File: src/hdl/hri_pkg.sv
`default_nettype none

package hri_pkg;

  localparam int unsigned WordW = 64;
  localparam int unsigned DigitW = 9;
  localparam int unsigned DimW = 6;
  localparam int unsigned TableSize = 64;
  localparam int unsigned MaxDigits = 64;
  localparam int unsigned CntW = 7;
  localparam int unsigned AddrW = 6;
  localparam int unsigned DivRadixBits = 8;
  localparam int unsigned DivSteps = WordW / DivRadixBits;
  localparam int unsigned IterW = 3;
  localparam int unsigned PcW = 3;
  localparam int unsigned OutW = 32;

  localparam logic [DigitW-1:0] PrimeTable [TableSize] = '{
    9'd2,   9'd3,   9'd5,   9'd7,   9'd11,  9'd13,  9'd17,  9'd19,
    9'd23,  9'd29,  9'd31,  9'd37,  9'd41,  9'd43,  9'd47,  9'd53,
    9'd59,  9'd61,  9'd67,  9'd71,  9'd73,  9'd79,  9'd83,  9'd89,
    9'd97,  9'd101, 9'd103, 9'd107, 9'd109, 9'd113, 9'd127, 9'd131,
    9'd137, 9'd139, 9'd149, 9'd151, 9'd157, 9'd163, 9'd167, 9'd173,
    9'd179, 9'd181, 9'd191, 9'd193, 9'd197, 9'd199, 9'd211, 9'd223,
    9'd227, 9'd229, 9'd233, 9'd239, 9'd241, 9'd251, 9'd257, 9'd263,
    9'd269, 9'd271, 9'd277, 9'd281, 9'd283, 9'd293, 9'd307, 9'd311
  };

  localparam logic [PcW-1:0] StepIdle    = 3'd0;
  localparam logic [PcW-1:0] StepCheck   = 3'd1;
  localparam logic [PcW-1:0] StepExtract = 3'd2;
  localparam logic [PcW-1:0] StepPush    = 3'd3;
  localparam logic [PcW-1:0] StepPop     = 3'd4;
  localparam logic [PcW-1:0] StepLoad    = 3'd5;
  localparam logic [PcW-1:0] StepFold    = 3'd6;
  localparam logic [PcW-1:0] StepOut     = 3'd7;

  typedef enum logic [1:0] {
    WAIT_NONE  = 2'd0,
    WAIT_INPUT = 2'd1,
    WAIT_DIV   = 2'd2,
    WAIT_OUT   = 2'd3
  } wait_e;

  typedef enum logic [1:0] {
    BR_NEXT     = 2'd0,
    BR_ALWAYS   = 2'd1,
    BR_Q_ZERO   = 2'd2,
    BR_CNT_ZERO = 2'd3
  } branch_e;

  typedef struct packed {
    wait_e             wait_sel;
    branch_e           branch;
    logic [PcW-1:0]    target;
    logic              load_in;
    logic              div;
    logic              push;
    logic              pop;
    logic              load_fold;
    logic              out_wr;
  } uword_t;

  typedef struct packed {
    logic in_ready;
    logic load_in;
    logic div;
    logic push;
    logic pop;
    logic load_fold;
    logic out_wr;
  } ctrl_t;

  typedef struct packed {
    logic in_valid;
    logic out_blocked;
    logic q_zero;
    logic cnt_zero;
    logic div_last;
  } status_t;

endpackage

`default_nettype wire

File: src/hdl/hri_sequencer.sv
`default_nettype none

module hri_sequencer (
  input  wire logic            clk_i,
  input  wire logic            rst_ni,
  input  wire hri_pkg::status_t status_i,
  output hri_pkg::ctrl_t       ctrl_o
);

  logic [hri_pkg::PcW-1:0] pc_q, pc_d;
  hri_pkg::uword_t uw;
  logic hold;
  logic take;

  always_comb begin
    uw = hri_pkg::uword_t'('0);
    case (pc_q)
      hri_pkg::StepIdle: begin
        uw.wait_sel = hri_pkg::WAIT_INPUT;
        uw.load_in = 1'b1;
      end
      hri_pkg::StepCheck: begin
        uw.branch = hri_pkg::BR_Q_ZERO;
        uw.target = hri_pkg::StepPop;
      end
      hri_pkg::StepExtract: begin
        uw.wait_sel = hri_pkg::WAIT_DIV;
        uw.div = 1'b1;
      end
      hri_pkg::StepPush: begin
        uw.branch = hri_pkg::BR_ALWAYS;
        uw.target = hri_pkg::StepCheck;
        uw.push = 1'b1;
      end
      hri_pkg::StepPop: begin
        uw.branch = hri_pkg::BR_CNT_ZERO;
        uw.target = hri_pkg::StepOut;
        uw.pop = 1'b1;
      end
      hri_pkg::StepLoad: begin
        uw.load_fold = 1'b1;
      end
      hri_pkg::StepFold: begin
        uw.wait_sel = hri_pkg::WAIT_DIV;
        uw.branch = hri_pkg::BR_ALWAYS;
        uw.target = hri_pkg::StepPop;
        uw.div = 1'b1;
      end
      hri_pkg::StepOut: begin
        uw.wait_sel = hri_pkg::WAIT_OUT;
        uw.out_wr = 1'b1;
      end
      default: begin
        uw.branch = hri_pkg::BR_ALWAYS;
        uw.target = hri_pkg::StepIdle;
      end
    endcase
  end

  always_comb begin
    case (uw.wait_sel)
      hri_pkg::WAIT_INPUT: hold = !status_i.in_valid;
      hri_pkg::WAIT_DIV:   hold = !status_i.div_last;
      hri_pkg::WAIT_OUT:   hold = status_i.out_blocked;
      default:             hold = 1'b0;
    endcase
    case (uw.branch)
      hri_pkg::BR_ALWAYS:   take = 1'b1;
      hri_pkg::BR_Q_ZERO:   take = status_i.q_zero;
      hri_pkg::BR_CNT_ZERO: take = status_i.cnt_zero;
      default:              take = 1'b0;
    endcase
    if (hold) begin
      pc_d = pc_q;
    end else if (take) begin
      pc_d = uw.target;
    end else begin
      pc_d = pc_q + 3'd1;
    end
  end

  always_comb begin
    ctrl_o.in_ready  = (pc_q == hri_pkg::StepIdle);
    ctrl_o.load_in   = uw.load_in & !hold;
    ctrl_o.div       = uw.div;
    ctrl_o.push      = uw.push & !hold;
    ctrl_o.pop       = uw.pop & !hold;
    ctrl_o.load_fold = uw.load_fold & !hold;
    ctrl_o.out_wr    = uw.out_wr & !hold;
  end

  always_ff @(posedge clk_i or negedge rst_ni) begin
    if (!rst_ni) begin
      pc_q <= hri_pkg::StepIdle;
    end else begin
      pc_q <= pc_d;
    end
  end

endmodule

`default_nettype wire

File: src/hdl/hri_datapath.sv
`default_nettype none

module hri_datapath #(
  parameter int unsigned NUM_DIMS  = 64,
  parameter int unsigned FRAC_BITS = 32
) (
  input  wire logic                          clk_i,
  input  wire logic                          rst_ni,
  input  wire hri_pkg::ctrl_t                ctrl_i,
  input  wire logic [hri_pkg::DimW-1:0]      dimension_i,
  input  wire logic [hri_pkg::WordW-1:0]     seq_index_i,
  output hri_pkg::status_t                   status_o,
  output logic [hri_pkg::OutW-1:0]           quasi_value_o
);

  localparam int unsigned LastDim = NUM_DIMS - 1;

  logic [hri_pkg::DigitW-1:0] base_q;
  logic [hri_pkg::WordW-1:0]  q_q, q_d;
  logic [hri_pkg::DigitW-1:0] rem_q, rem_d;
  logic [hri_pkg::CntW-1:0]   cnt_q, cnt_d;
  logic [hri_pkg::IterW-1:0]  iter_q;
  logic [hri_pkg::DigitW-1:0] rd_q;
  logic [hri_pkg::DigitW-1:0] digit_mem [hri_pkg::MaxDigits];
  logic [hri_pkg::DimW-1:0]   dim_sel;
  logic [hri_pkg::CntW-1:0]   cnt_dec;
  logic                       pop_ok;
  logic [hri_pkg::DigitW:0]   trial;
  logic [hri_pkg::DigitW-1:0] rem_v;
  logic [hri_pkg::DivRadixBits-1:0] qbits;

  always_comb begin
    if (32'(dimension_i) > LastDim) begin
      dim_sel = hri_pkg::DimW'(LastDim);
    end else begin
      dim_sel = dimension_i;
    end
  end

  always_comb begin
    rem_v = (iter_q == '0) ? '0 : rem_q;
    qbits = '0;
    trial = '0;
    for (int k = 0; k < int'(hri_pkg::DivRadixBits); k++) begin
      trial = {rem_v, q_q[hri_pkg::WordW-1-k]};
      if (trial >= {1'b0, base_q}) begin
        trial = trial - {1'b0, base_q};
        qbits[hri_pkg::DivRadixBits-1-k] = 1'b1;
      end
      rem_v = trial[hri_pkg::DigitW-1:0];
    end
    rem_d = rem_v;
  end

  assign cnt_dec = cnt_q - 7'd1;
  assign pop_ok = ctrl_i.pop && (cnt_q != '0);

  always_comb begin
    q_d = q_q;
    cnt_d = cnt_q;
    if (ctrl_i.load_in) begin
      q_d = seq_index_i;
      cnt_d = '0;
    end
    if (ctrl_i.div) begin
      q_d = {q_q[hri_pkg::WordW-hri_pkg::DivRadixBits-1:0], qbits};
    end
    if (ctrl_i.load_fold) begin
      q_d = q_q | (hri_pkg::WordW'(rd_q) << FRAC_BITS);
    end
    if (ctrl_i.push) begin
      cnt_d = cnt_q + 7'd1;
    end
    if (pop_ok) begin
      cnt_d = cnt_dec;
    end
  end

  always_ff @(posedge clk_i or negedge rst_ni) begin
    if (!rst_ni) begin
      cnt_q  <= '0;
      iter_q <= '0;
    end else begin
      cnt_q <= cnt_d;
      if (ctrl_i.div) begin
        iter_q <= iter_q + 3'd1;
      end
    end
  end

  always_ff @(posedge clk_i) begin
    q_q <= q_d;
    if (ctrl_i.load_in) begin
      base_q <= hri_pkg::PrimeTable[dim_sel];
    end
    if (ctrl_i.div) begin
      rem_q <= rem_d;
    end
  end

  always_ff @(posedge clk_i) begin
    if (ctrl_i.push) begin
      digit_mem[cnt_q[hri_pkg::AddrW-1:0]] <= rem_q;
    end
    if (pop_ok) begin
      rd_q <= digit_mem[cnt_dec[hri_pkg::AddrW-1:0]];
    end
  end

  always_comb begin
    status_o.in_valid    = 1'b0;
    status_o.out_blocked = 1'b0;
    status_o.q_zero      = (q_q == '0);
    status_o.cnt_zero    = (cnt_q == '0);
    status_o.div_last    = (iter_q == hri_pkg::IterW'(hri_pkg::DivSteps - 1));
  end

  assign quasi_value_o = q_q[hri_pkg::OutW-1:0];

  a_cnt_bound: assert property (@(posedge clk_i) disable iff (!rst_ni)
    cnt_q <= hri_pkg::CntW'(hri_pkg::MaxDigits))
    else $error("digit count beyond stack depth");

  a_push_room: assert property (@(posedge clk_i) disable iff (!rst_ni)
    ctrl_i.push |-> (cnt_q < hri_pkg::CntW'(hri_pkg::MaxDigits)) && (rem_q < base_q))
    else $error("digit push with full stack or remainder not below base");

endmodule

`default_nettype wire

File: src/hdl/halton_radical_inverse_unit.sv
// Halton radical inverse unit.
// An item on the input channel (in_valid_i, in_stall_o) carries a dimension and a
// 64-bit sequence index. The base is the prime picked by the dimension; dimensions
// at or beyond NUM_DIMS use the last table entry. The result item on the output
// channel (out_valid_o, out_stall_i) is the index's base digits mirrored about the
// radix point, scaled by 2^FRAC_BITS and truncated, low 32 bits.
// A small microcode program drives one shared divider that retires 8 quotient bits
// per cycle to divide the 64-bit working word by the base.
// Digits are pulled off one division at a time into a 64-entry stack, then popped
// and folded back, again one division each. The result is written once the last
// digit is folded back, and the next item is taken in the cycle after that, so
// the unit works on one item at a time.
// The result sits in an output register, so a stalled receiver does not stop the
// next item from being accepted; only a second result waits for the register.
// Reset clears the step counter and the valid flag; no item is held across reset.
`default_nettype none

module halton_radical_inverse_unit #(
  parameter int unsigned NUM_DIMS  = 64,
  parameter int unsigned FRAC_BITS = 32
) (
  input  wire logic        clk_i,
  input  wire logic        rst_ni,
  input  wire logic        in_valid_i,
  output logic             in_stall_o,
  input  wire logic [5:0]  dimension_i,
  input  wire logic [63:0] seq_index_i,
  output logic             out_valid_o,
  input  wire logic        out_stall_i,
  output logic [31:0]      quasi_value_o
);

  hri_pkg::ctrl_t   ctrl;
  hri_pkg::status_t dp_status;
  hri_pkg::status_t status;
  logic [hri_pkg::OutW-1:0] dp_value;
  logic [hri_pkg::OutW-1:0] out_q;
  logic out_valid_q;

  always_comb begin
    status = dp_status;
    status.in_valid = in_valid_i;
    status.out_blocked = out_valid_q && out_stall_i;
  end

  hri_sequencer u_seq (
    .clk_i    (clk_i),
    .rst_ni   (rst_ni),
    .status_i (status),
    .ctrl_o   (ctrl)
  );

  hri_datapath #(
    .NUM_DIMS  (NUM_DIMS),
    .FRAC_BITS (FRAC_BITS)
  ) u_dp (
    .clk_i         (clk_i),
    .rst_ni        (rst_ni),
    .ctrl_i        (ctrl),
    .dimension_i   (dimension_i),
    .seq_index_i   (seq_index_i),
    .status_o      (dp_status),
    .quasi_value_o (dp_value)
  );

  always_ff @(posedge clk_i or negedge rst_ni) begin
    if (!rst_ni) begin
      out_valid_q <= 1'b0;
    end else if (ctrl.out_wr) begin
      out_valid_q <= 1'b1;
    end else if (!out_stall_i) begin
      out_valid_q <= 1'b0;
    end
  end

  always_ff @(posedge clk_i) begin
    if (ctrl.out_wr) begin
      out_q <= dp_value;
    end
  end

  assign in_stall_o    = !ctrl.in_ready;
  assign out_valid_o   = out_valid_q;
  assign quasi_value_o = out_q;

  a_busy_after_accept: assert property (@(posedge clk_i) disable iff (!rst_ni)
    (in_valid_i && !in_stall_o) |=> in_stall_o)
    else $error("item accepted while the previous item is still in work");

  a_result_from_item: assert property (@(posedge clk_i) disable iff (!rst_ni)
    ctrl.out_wr |-> in_stall_o && !(out_valid_q && out_stall_i))
    else $error("result written outside an item or over a held result");

  a_no_overwrite: assert property (@(posedge clk_i) disable iff (!rst_ni)
    (out_valid_o && out_stall_i) |=> out_valid_o && $stable(quasi_value_o))
    else $error("held result lost or changed");

endmodule

`default_nettype wire
File: config.mk
export PLATFORM = sky130hd
export DESIGN_NAME = halton_radical_inverse_unit
export DESIGN_NICKNAME = d
export VERILOG_FILES = /design/src/hdl/hri_pkg.sv /design/src/hdl/hri_sequencer.sv /design/src/hdl/hri_datapath.sv /design/src/hdl/halton_radical_inverse_unit.sv
export SDC_FILE = /design/constraint.sdc
export NUM_CORES = 1
export LEC_CHECK = 0
export BUFFER_PORTS_ARGS = -buffer_cell sky130_fd_sc_hd__buf_2
export CAP_MARGIN = 10
export CORE_AREA = 2 2 261 263
export DETAILED_ROUTE_END_ITERATION = 10
export DIE_AREA = 0 0 263 265
export PLACE_DENSITY = 0.68
export SLEW_MARGIN = 10
export SYNTH_ARGS = -nofsm -noshare
export SYNTH_HDL_FRONTEND = slang
export SYNTH_SLANG_ARGS = --single-unit
File: constraint.sdc
create_clock -name clk_i -period 17 [get_ports clk_i]
set_input_delay 0.85 -clock clk_i [delete_from_list [all_inputs] [get_ports clk_i]]
set_output_delay 0.85 -clock clk_i [all_outputs]
set_load 0.005 [all_outputs]
==> summary.txt, run 1 <==
GLOBAL ROUTE
---------------------------------------------------------------------------------------
Via count of the first global-routing pass ...............................        18800
First-pass GRT wire length ...............................................    117000 µm
Total routing resource utilization after global routing ..................        22.3%
Pin count of the biggest net entering global routing .....................          110
Antenna violations before repair .........................................            5
Remaining global-route overflow ..........................................            0

PWR
---------------------------------------------------------------------------------------
Leakage Power ............................................................      13.1 nW
Clk network pwr share ....................................................        44.5%
Total net switching power ................................................       667 µW
Power per Cell Area ......................................................  92.2 mW/mm²
IR Drop Worst-Case VDD ...................................................      84.4 µV
Reg power frac ...........................................................        54.4%
Switching share of total power ...........................................        19.1%
Comb power frac ..........................................................         1.1%
Internal Power ...........................................................      2.83 mW

CELLS AND AREA
---------------------------------------------------------------------------------------
Synthesis-to-finish area growth ..........................................        14.7%
Final net count ..........................................................         2389
Share of cells above drive strength 1 ....................................        28.3%
Final cell count without fillers .........................................         3145

DIE
---------------------------------------------------------------------------------------
Floorplan die height .....................................................       265 µm
Row count ................................................................           95
Count of pins on the block boundary ......................................          108
Die width ................................................................       263 µm
Core region area .........................................................   0.0668 mm²
Die outline area .........................................................   0.0697 mm²
Starting utilization of the core area ....................................        49.5%

PLACED DESIGN
---------------------------------------------------------------------------------------
Routability cong. ........................................................        0.873
Post-DP HPWL .............................................................     51200 µm
Port-buffer cells ........................................................          107
Number of placed instances with taps included ............................         2990

ROUTING
---------------------------------------------------------------------------------------
Wire length after detailed routing .......................................     78200 µm
Routed WL per cell .......................................................      24.9 µm
Antenna viol nets, final .................................................            0
Total via count after detailed routing ...................................        19100
# DRC ....................................................................            2
First-pass iteration count of the detailed router ........................            9
Average via count per standard cell ......................................         6.07
Number of violations reported at the end of detailed-routing iteration 0 .         1916

SETUP PATH
---------------------------------------------------------------------------------------
Worst r2r src ............................................................ u_dp.iter_q[0]
Req. time, crit path .....................................................     17340 ps
Largest stage delay on the critical path .................................       450 ps
Data arrival at the endpoint of the critical path ........................     16690 ps
Crit start category ......................................................     register
Critical Path Slowest Stage Cell ......................................... sky130_fd_sc_hd__fa_1
Kind of critical path ....................................................   reg -> reg
Crit path max fanout .....................................................            8
Endpoint kind of the worst setup timing path .............................     register
Crit path from ........................................................... u_dp.iter_q[0]

CLOCK TREE
---------------------------------------------------------------------------------------
CTS tree .................................................................          yes
Clock latency at the later pin of the worst-skew pair ....................       590 ps
TritonCTS buffer count ...................................................           73
# H-tree levels ..........................................................            3
Clock slew seen by the registers of the worst setup and hold paths .......        60 ps
Clock sink count .........................................................          713
Maximum clock insertion buffer count .....................................            3
Root buffer selected by CTS .............................................. sky130_fd_sc_hd__clkbuf_16

SYNTH
---------------------------------------------------------------------------------------
Dominant combinational cell family by area after synthesis ............... multiplexers
Multiplexer area fraction after synthesis ................................        16.6%
Ranking of synthesized cells by area ..................................... sky130_fd_sc_hd__edfxtp_1 (63%), sky130_fd_sc_hd__mux4_2 (13%), sky130_fd_sc_hd__ha_1 (3.5%)
Post-synthesis adder-cell area fraction ..................................        3.97%
Share of Yosys cell area claimed by the top area cell type ...............        63.5%
Primary flip-flop cell chosen by synthesis mapping ....................... sky130_fd_sc_hd__edfxtp_1
Dominant cell by count in the synthesized netlist ........................ sky130_fd_sc_hd__edfxtp_1
Seq/Total Area, Yosys ....................................................        64.5%
Number of unique standard cell types used by synthesis ...................           89
Cells after synthesis ....................................................         2017
Synthesis-stage register bit count .......................................          713
Post-synthesis net count .................................................         2191
Most area-hungry cell type in the Yosys netlist .......................... sky130_fd_sc_hd__edfxtp_1
Number of warnings printed during yosys synthesis ........................            0
Post-synth ARST share ....................................................        1.96%
Syn avg cell area ........................................................     16.4 µm²
Complex-gate fraction of the synthesized area ............................        5.35%
Top cell types by occurrence after synthesis ............................. sky130_fd_sc_hd__edfxtp_1 (699), sky130_fd_sc_hd__nor2_1 (200), sky130_fd_sc_hd__mux4_2 (190), sky130_fd_sc_hd__ha_1 (92), sky130_fd_sc_hd__a21oi_1 (76)
Xor/xnor share of the synthesized area ...................................        1.51%
Number of synthesized flops with an enable pin ...........................          699
Total standard cell area after synthesis .................................   0.0331 mm²
Area share of and/or/nand/nor cells after synthesis ......................        6.19%

STA
---------------------------------------------------------------------------------------
Smallest hold slack ......................................................       171 ps
Post-route fraction of the period consumed by the critical path ..........        96.2%
Slew at the pin with the worst max-slew slack ............................      1190 ps
Hold Vio Cnt, Final ......................................................            0
Setup Viol. Count Final ..................................................            0
Max-slew headroom at the worst pin .......................................        20.1%
Highest clock frequency the design can meet ..............................     61.2 MHz
Post-route clock skew ....................................................      20.3 ps
Slew Viols, Final ........................................................            0
Min Clock Period, post-route .............................................     16350 ps

FLOW RUN
---------------------------------------------------------------------------------------
Maximum Capacitance Violations ...........................................            0

MIN PATH
---------------------------------------------------------------------------------------
Min-Delay Path Class .....................................................  in -> async

RUN STATUS
---------------------------------------------------------------------------------------
Status ................................................................... finished with violations
Violated checks .......................................................... design-rule violations

[placed cells by master, fill, tap and decap left out, drive strengths merged, types with 5 or more instances in the layout]
cell	n
a211oi	25
mux2	43
nand2	48
edfxtp	699
clkbuf	88
nor3	28
nor2	200
and3	6
o211ai	11
o21bai	9
bufinv	6
fa	8
nand2b	18
mux2i	73
xnor2	32
inv	70
o311ai	7
nand3	24
nor4	23
o31ai	6
nand4	18
a21oi	78
a21o	21
xor2	25
or2	9
clkinv	32
dfrtp	14
o21ai	50
ha	92
or3	8
nor2b	20
mux4	190
and2	10
buf	211
o21a	5
[power by group through the flow]
stage                     sequential [mW]  combinational (mW)  clock (mW)
after detailed placement             1.94              0.0376           0
after floorplan                      1.94              0.0211           0
after global routing                 1.90              0.0428        1.65
final                                1.90              0.0382        1.55
after CTS                            1.90              0.0379        1.59
after global placement               1.94              0.0368           0
[repair_timing]
| action | CTS | global route |
|---|---|---|
| endpoints found under the setup margin | 10 | 10 |
| gates resized for setup | 6 | 74 |
| pin swaps | 3 | 29 |
| buffers inserted | 3 | 20 |
| hold buffers | 0 | 0 |
[cell families (layout without fill, tap and decap cells)]
logic type	count (synthesis)	in the layout
AO/OA/AOI/OAI	258	258
XOR/XNOR	57	57
adder cells (fa/ha/maj)	100	100
buffers and inverters	155	409
flip-flops	713	713
multiplexers	306	306
other	0	1
AND/OR/NAND/NOR	428	428
[layer usage]
metal  vias to the layer above  track usage [%]  part of all wire (%)
met5                         -                0                 0.041
li1                       8449                -                     -
met3                       117             4.77                   7.5
met1                      9757             32.0                    43
met2                       749             34.6                    47
met4                         6             6.36                   2.2
[worst max-delay path: cells and delay by family (launching register included)]
| kind | cells | cell delay, ps |
|---|---|---|
| and+or+nand+nor | 26 | 3850 |
| adders and majority gates | 9 | 2550 |
| AOI/OAI and AO/OA | 29 | 5230 |
| DFF | 1 | 400 |
| buffers and inverters | 8 | 1240 |
| muxes | 9 | 2830 |
[state kept, by name, summed over array words and instances, names as in the netlist]
| name | count |
|---|---|
| out_valid_o | 1 |
| quasi_value_o | 32 |
| u_dp.base_q | 9 |
| u_dp.cnt_q | 7 |
| u_dp.digit_mem | 576 |
| u_dp.iter_q | 3 |
| u_dp.q_q | 64 |
| u_dp.rd_q | 9 |
| u_dp.rem_q | 9 |
| u_seq.pc_q | 3 |
[stage by stage]
stage	setup TNS (ps)	area, µm²	power (mW)	setup WS (ps)	util [%]
2_1_floorplan	0	33100	1.96	27.0	-
3_3_place_gp	0	35100	1.98	200	52.5
3_5_place_dp	-1110	35100	1.98	-216	52.5
4_1_cts	0	37400	3.53	13.6	56.0
5_1_grt	-696	37900	3.59	-92.6	56.8
6_report	0	37900	3.50	651	56.8
[cell type report]
cell class                 count  area, µm²
multi-input combinational   1149      11600
clock inverter                43        380
antenna                        1       2.50
inverter                      67        251
clock buffer                  88       1950
sequential                   713      21300
tap                          873       1090
timing repair buffer         211       1340
fill                        5006      28900
[final timing paths]
path | end | slack, ps | cells past startpoint
worst max-delay path | u_dp.rem_q[2] | 650 | 81
worst min-delay path | u_dp.cnt_q[1] | 170 | 1
worst max register to register | u_dp.rem_q[2] | 650 | 81
worst min register to register | quasi_value_o[18] | 480 | 0
max in group asynchronous | u_dp.cnt_q[0] | 16530 | 1
min in group clk_i | quasi_value_o[18] | 480 | 0
Note: power is estimated with default switching activity, not from simulation.
==> run 2: changes to the inputs <==
--- a/config.mk
+++ b/config.mk
@@ -6,8 +6,8 @@
 export NUM_CORES = 1
 export LEC_CHECK = 0
 export BUFFER_PORTS_ARGS = -buffer_cell sky130_fd_sc_hd__buf_2
-export CAP_MARGIN = 10
 export CORE_AREA = 2 2 261 263
+export CTS_BUF_LIST = sky130_fd_sc_hd__clkbuf_8
 export DETAILED_ROUTE_END_ITERATION = 10
 export DIE_AREA = 0 0 263 265
 export PLACE_DENSITY = 0.68
==> run 2 against run 1 <==
Net effect:
- the flow now finishes without violations
- clock skew is 21 ps higher
- hold slack got worse by 110 ps
- core utilization fell by 0.60 points
- combinational power barely moved
- die area unchanged
- routed wire length fell by 0.34%
- clock power down 17%
- via count rose by 0.26%
- sequential power is essentially flat
- flip-flop and latch count stayed put
- global-route usage about the same
- largest power group unchanged
==> summary.txt, run 2 (synthesized netlist as in run 1, its figures left out) <==
PLACED DESIGN
---------------------------------------------------------------------------------------
Port-buffer cells ........................................................          107
Placed standard-cell area ................................................   0.0351 mm²
Routability cong. ........................................................        0.873
Number of placed instances with taps included ............................         2990
Post-DP HPWL .............................................................     51200 µm

MIN PATH
---------------------------------------------------------------------------------------
Min-Delay Path Class .....................................................  in -> async

GLOBAL ROUTE
---------------------------------------------------------------------------------------
Pin count of the biggest net entering global routing .....................          110
Total routing resource utilization after global routing ..................        22.2%
First-pass GRT wire length ...............................................    117000 µm
Via count of the first global-routing pass ...............................        19200
Antenna violations before repair .........................................            5
Remaining global-route overflow ..........................................            0

PWR
---------------------------------------------------------------------------------------
Switching share of total power ...........................................        20.4%
Comb power frac ..........................................................         1.2%
Total net switching power ................................................       659 µW
Reg power frac ...........................................................        58.9%
Power per Cell Area ......................................................  86.1 mW/mm²
Clk network pwr share ....................................................        39.9%
Internal Power ...........................................................      2.57 mW
Leakage Power ............................................................      13.1 nW
IR Drop Worst-Case VDD ...................................................      67.8 µV

CLOCK TREE
---------------------------------------------------------------------------------------
# H-tree levels ..........................................................            3
Root buffer selected by CTS .............................................. sky130_fd_sc_hd__clkbuf_8
Clock sink count .........................................................          713
Cts-stage hold buffer count ..............................................            0
TritonCTS buffer count ...................................................          111
Clock slew seen by the registers of the worst setup and hold paths .......        70 ps
Clock latency at the later pin of the worst-skew pair ....................       710 ps
Maximum clock insertion buffer count .....................................            3
CTS tree .................................................................          yes

CELLS AND AREA
---------------------------------------------------------------------------------------
Area of all placed cells without fillers .................................   0.0375 mm²
Share of cells above drive strength 1 ....................................        28.4%
Synthesis-to-finish area growth ..........................................        13.5%
Final cell count without fillers .........................................         3204
Multi-input combinational cell area ......................................   0.0115 mm²
Fillers ..................................................................         5136
Commonest cells after routing, fill and taps aside ....................... sky130_fd_sc_hd__edfxtp_1 (699), sky130_fd_sc_hd__nor2_1 (197), sky130_fd_sc_hd__mux4_2 (190), sky130_fd_sc_hd__clkbuf_8 (115), sky130_fd_sc_hd__buf_2 (107)
Flip-flop count of the largest register after layout .....................          576
Commonest non-fill, non-tap cell in the layout ........................... sky130_fd_sc_hd__edfxtp_1
Final net count ..........................................................         2425
Total area of sequential cells ...........................................   0.0213 mm²
Post-layout util .........................................................        56.2%

ROUTING
---------------------------------------------------------------------------------------
Antenna viol nets, final .................................................            0
# DRC ....................................................................            0
First-pass iteration count of the detailed router ........................            8
Total via count after detailed routing ...................................        19100
Number of violations reported at the end of detailed-routing iteration 0 .         1916
Average via count per standard cell ......................................         5.97
Wire length after detailed routing .......................................     77900 µm
Routed WL per cell .......................................................      24.3 µm

DIE
---------------------------------------------------------------------------------------
Count of pins on the block boundary ......................................          108
Floorplan die height .....................................................       265 µm
Core region area .........................................................   0.0668 mm²
Row count ................................................................           95
Die width ................................................................       263 µm
Starting utilization of the core area ....................................        49.5%
Die outline area .........................................................   0.0697 mm²

SETUP PATH
---------------------------------------------------------------------------------------
Kind of critical path ....................................................   reg -> reg
Crit start category ......................................................     register
Endpoint kind of the worst setup timing path .............................     register
Crit path max fanout .....................................................            8
Critical Path Slowest Stage Cell ......................................... sky130_fd_sc_hd__fa_1
Data arrival at the endpoint of the critical path ........................     16760 ps
Req. time, crit path .....................................................     17450 ps
Largest stage delay on the critical path .................................       450 ps

STA
---------------------------------------------------------------------------------------
Highest clock frequency the design can meet ..............................     61.3 MHz
Setup Viol. Count Final ..................................................            0
Slew at the pin with the worst max-slew slack ............................      1210 ps
Hold Vio Cnt, Final ......................................................            0
Min Clock Period, post-route .............................................     16310 ps
Post-route clock skew ....................................................      40.9 ps
Post-route fraction of the period consumed by the critical path ..........        95.9%
Slew Viols, Final ........................................................            0
Max-slew headroom at the worst pin .......................................        18.8%

RUN STATUS
---------------------------------------------------------------------------------------
Status ................................................................... finished clean

FLOW RUN
---------------------------------------------------------------------------------------
Maximum Capacitance Violations ...........................................            0

[run 2: changes by cell type in the layout (fill, tap and decap cells not counted), moves of 4 or more]
cell                        change
sky130_fd_sc_hd__clkbuf_8     +115
sky130_fd_sc_hd__clkbuf_16     -76
sky130_fd_sc_hd__inv_1         +42
sky130_fd_sc_hd__clkbuf_1      -12
sky130_fd_sc_hd__clkinv_2       -9
sky130_fd_sc_hd__clkinv_1       +7
sky130_fd_sc_hd__bufinv_16      -4
[run 2: worst paths after layout]
kind / startpoint / end / slack, ps / depth (start not counted)
setup / recovery: u_dp.iter_q[0] / u_dp.rem_q[2] / 690 / 80
hold / removal: rst_ni / u_dp.cnt_q[0] / 60 / 1
min in group clk_i: out_stall_i / out_valid_o / 380 / 3
hold reg to reg: u_dp.q_q[18] / quasi_value_o[18] / 480 / 0
setup reg to reg: u_dp.iter_q[0] / u_dp.rem_q[2] / 690 / 80
max in group asynchronous: rst_ni / u_dp.cnt_q[0] / 16640 / 1
[run 2: power by group through the flow]
| stage | combinational (mW) | sequential [mW] | clock, mW |
|---|---|---|---|
| after floorplan | 0.0211 | 1.94 | 0 |
| after global placement | 0.0368 | 1.94 | 0 |
| after detailed placement | 0.0376 | 1.94 | 0 |
| after CTS | 0.0379 | 1.90 | 1.31 |
| after global routing | 0.0427 | 1.90 | 1.39 |
| final | 0.0381 | 1.90 | 1.29 |
[run 2: metal layers]
layer	vias to the layer above	track usage, %	wire length, µm
met5	-	0	34
met3	114	5.72	6190
li1	8521	-	-
met2	754	34.4	36400
met1	9733	31.5	33600
met4	6	5.99	1630
[run 2: cell type report]
type	instances	share of cell area [%]
timing repair buffer	209	3.57
clock buffer	115	4.22
sequential	713	56.9
inverter	67	0.670
tap	873	2.91
antenna	3	0.0200
clock inverter	75	0.990
multi-input combinational	1149	30.7
[run 2: through the flow]
stage	power (mW)	hold WS, ps	TNS, ps	worst slack [ps]
after floorplan	1.96	440	0	27.0
after global placement	1.98	464	0	200
after detailed placement	1.98	461	-1110	-216
after CTS	3.25	18.2	0	30.7
after global routing	3.33	38.1	-670	-88.9
final	3.23	60.3	0	693
[run 2: worst max-delay path: cells and delay by family (launching register included)]
family                   cells  cell delay, ps
AO/OA/AOI/OAI               31            5520
adder cells (fa/ha/maj)      9            2550
buffers and inverters        7            1070
flip-flops                   1             400
multiplexers                 9            2830
AND/OR/NAND/NOR             24            3710
[run 2: timing repair]
action / 4_1_cts / 5_1_grt
setup endpoints to repair: 10 / 10
resized for setup: 6 / 70
pin swaps: 3 / 28
buffers inserted: 3 / 18
gates cloned: 0 / 0
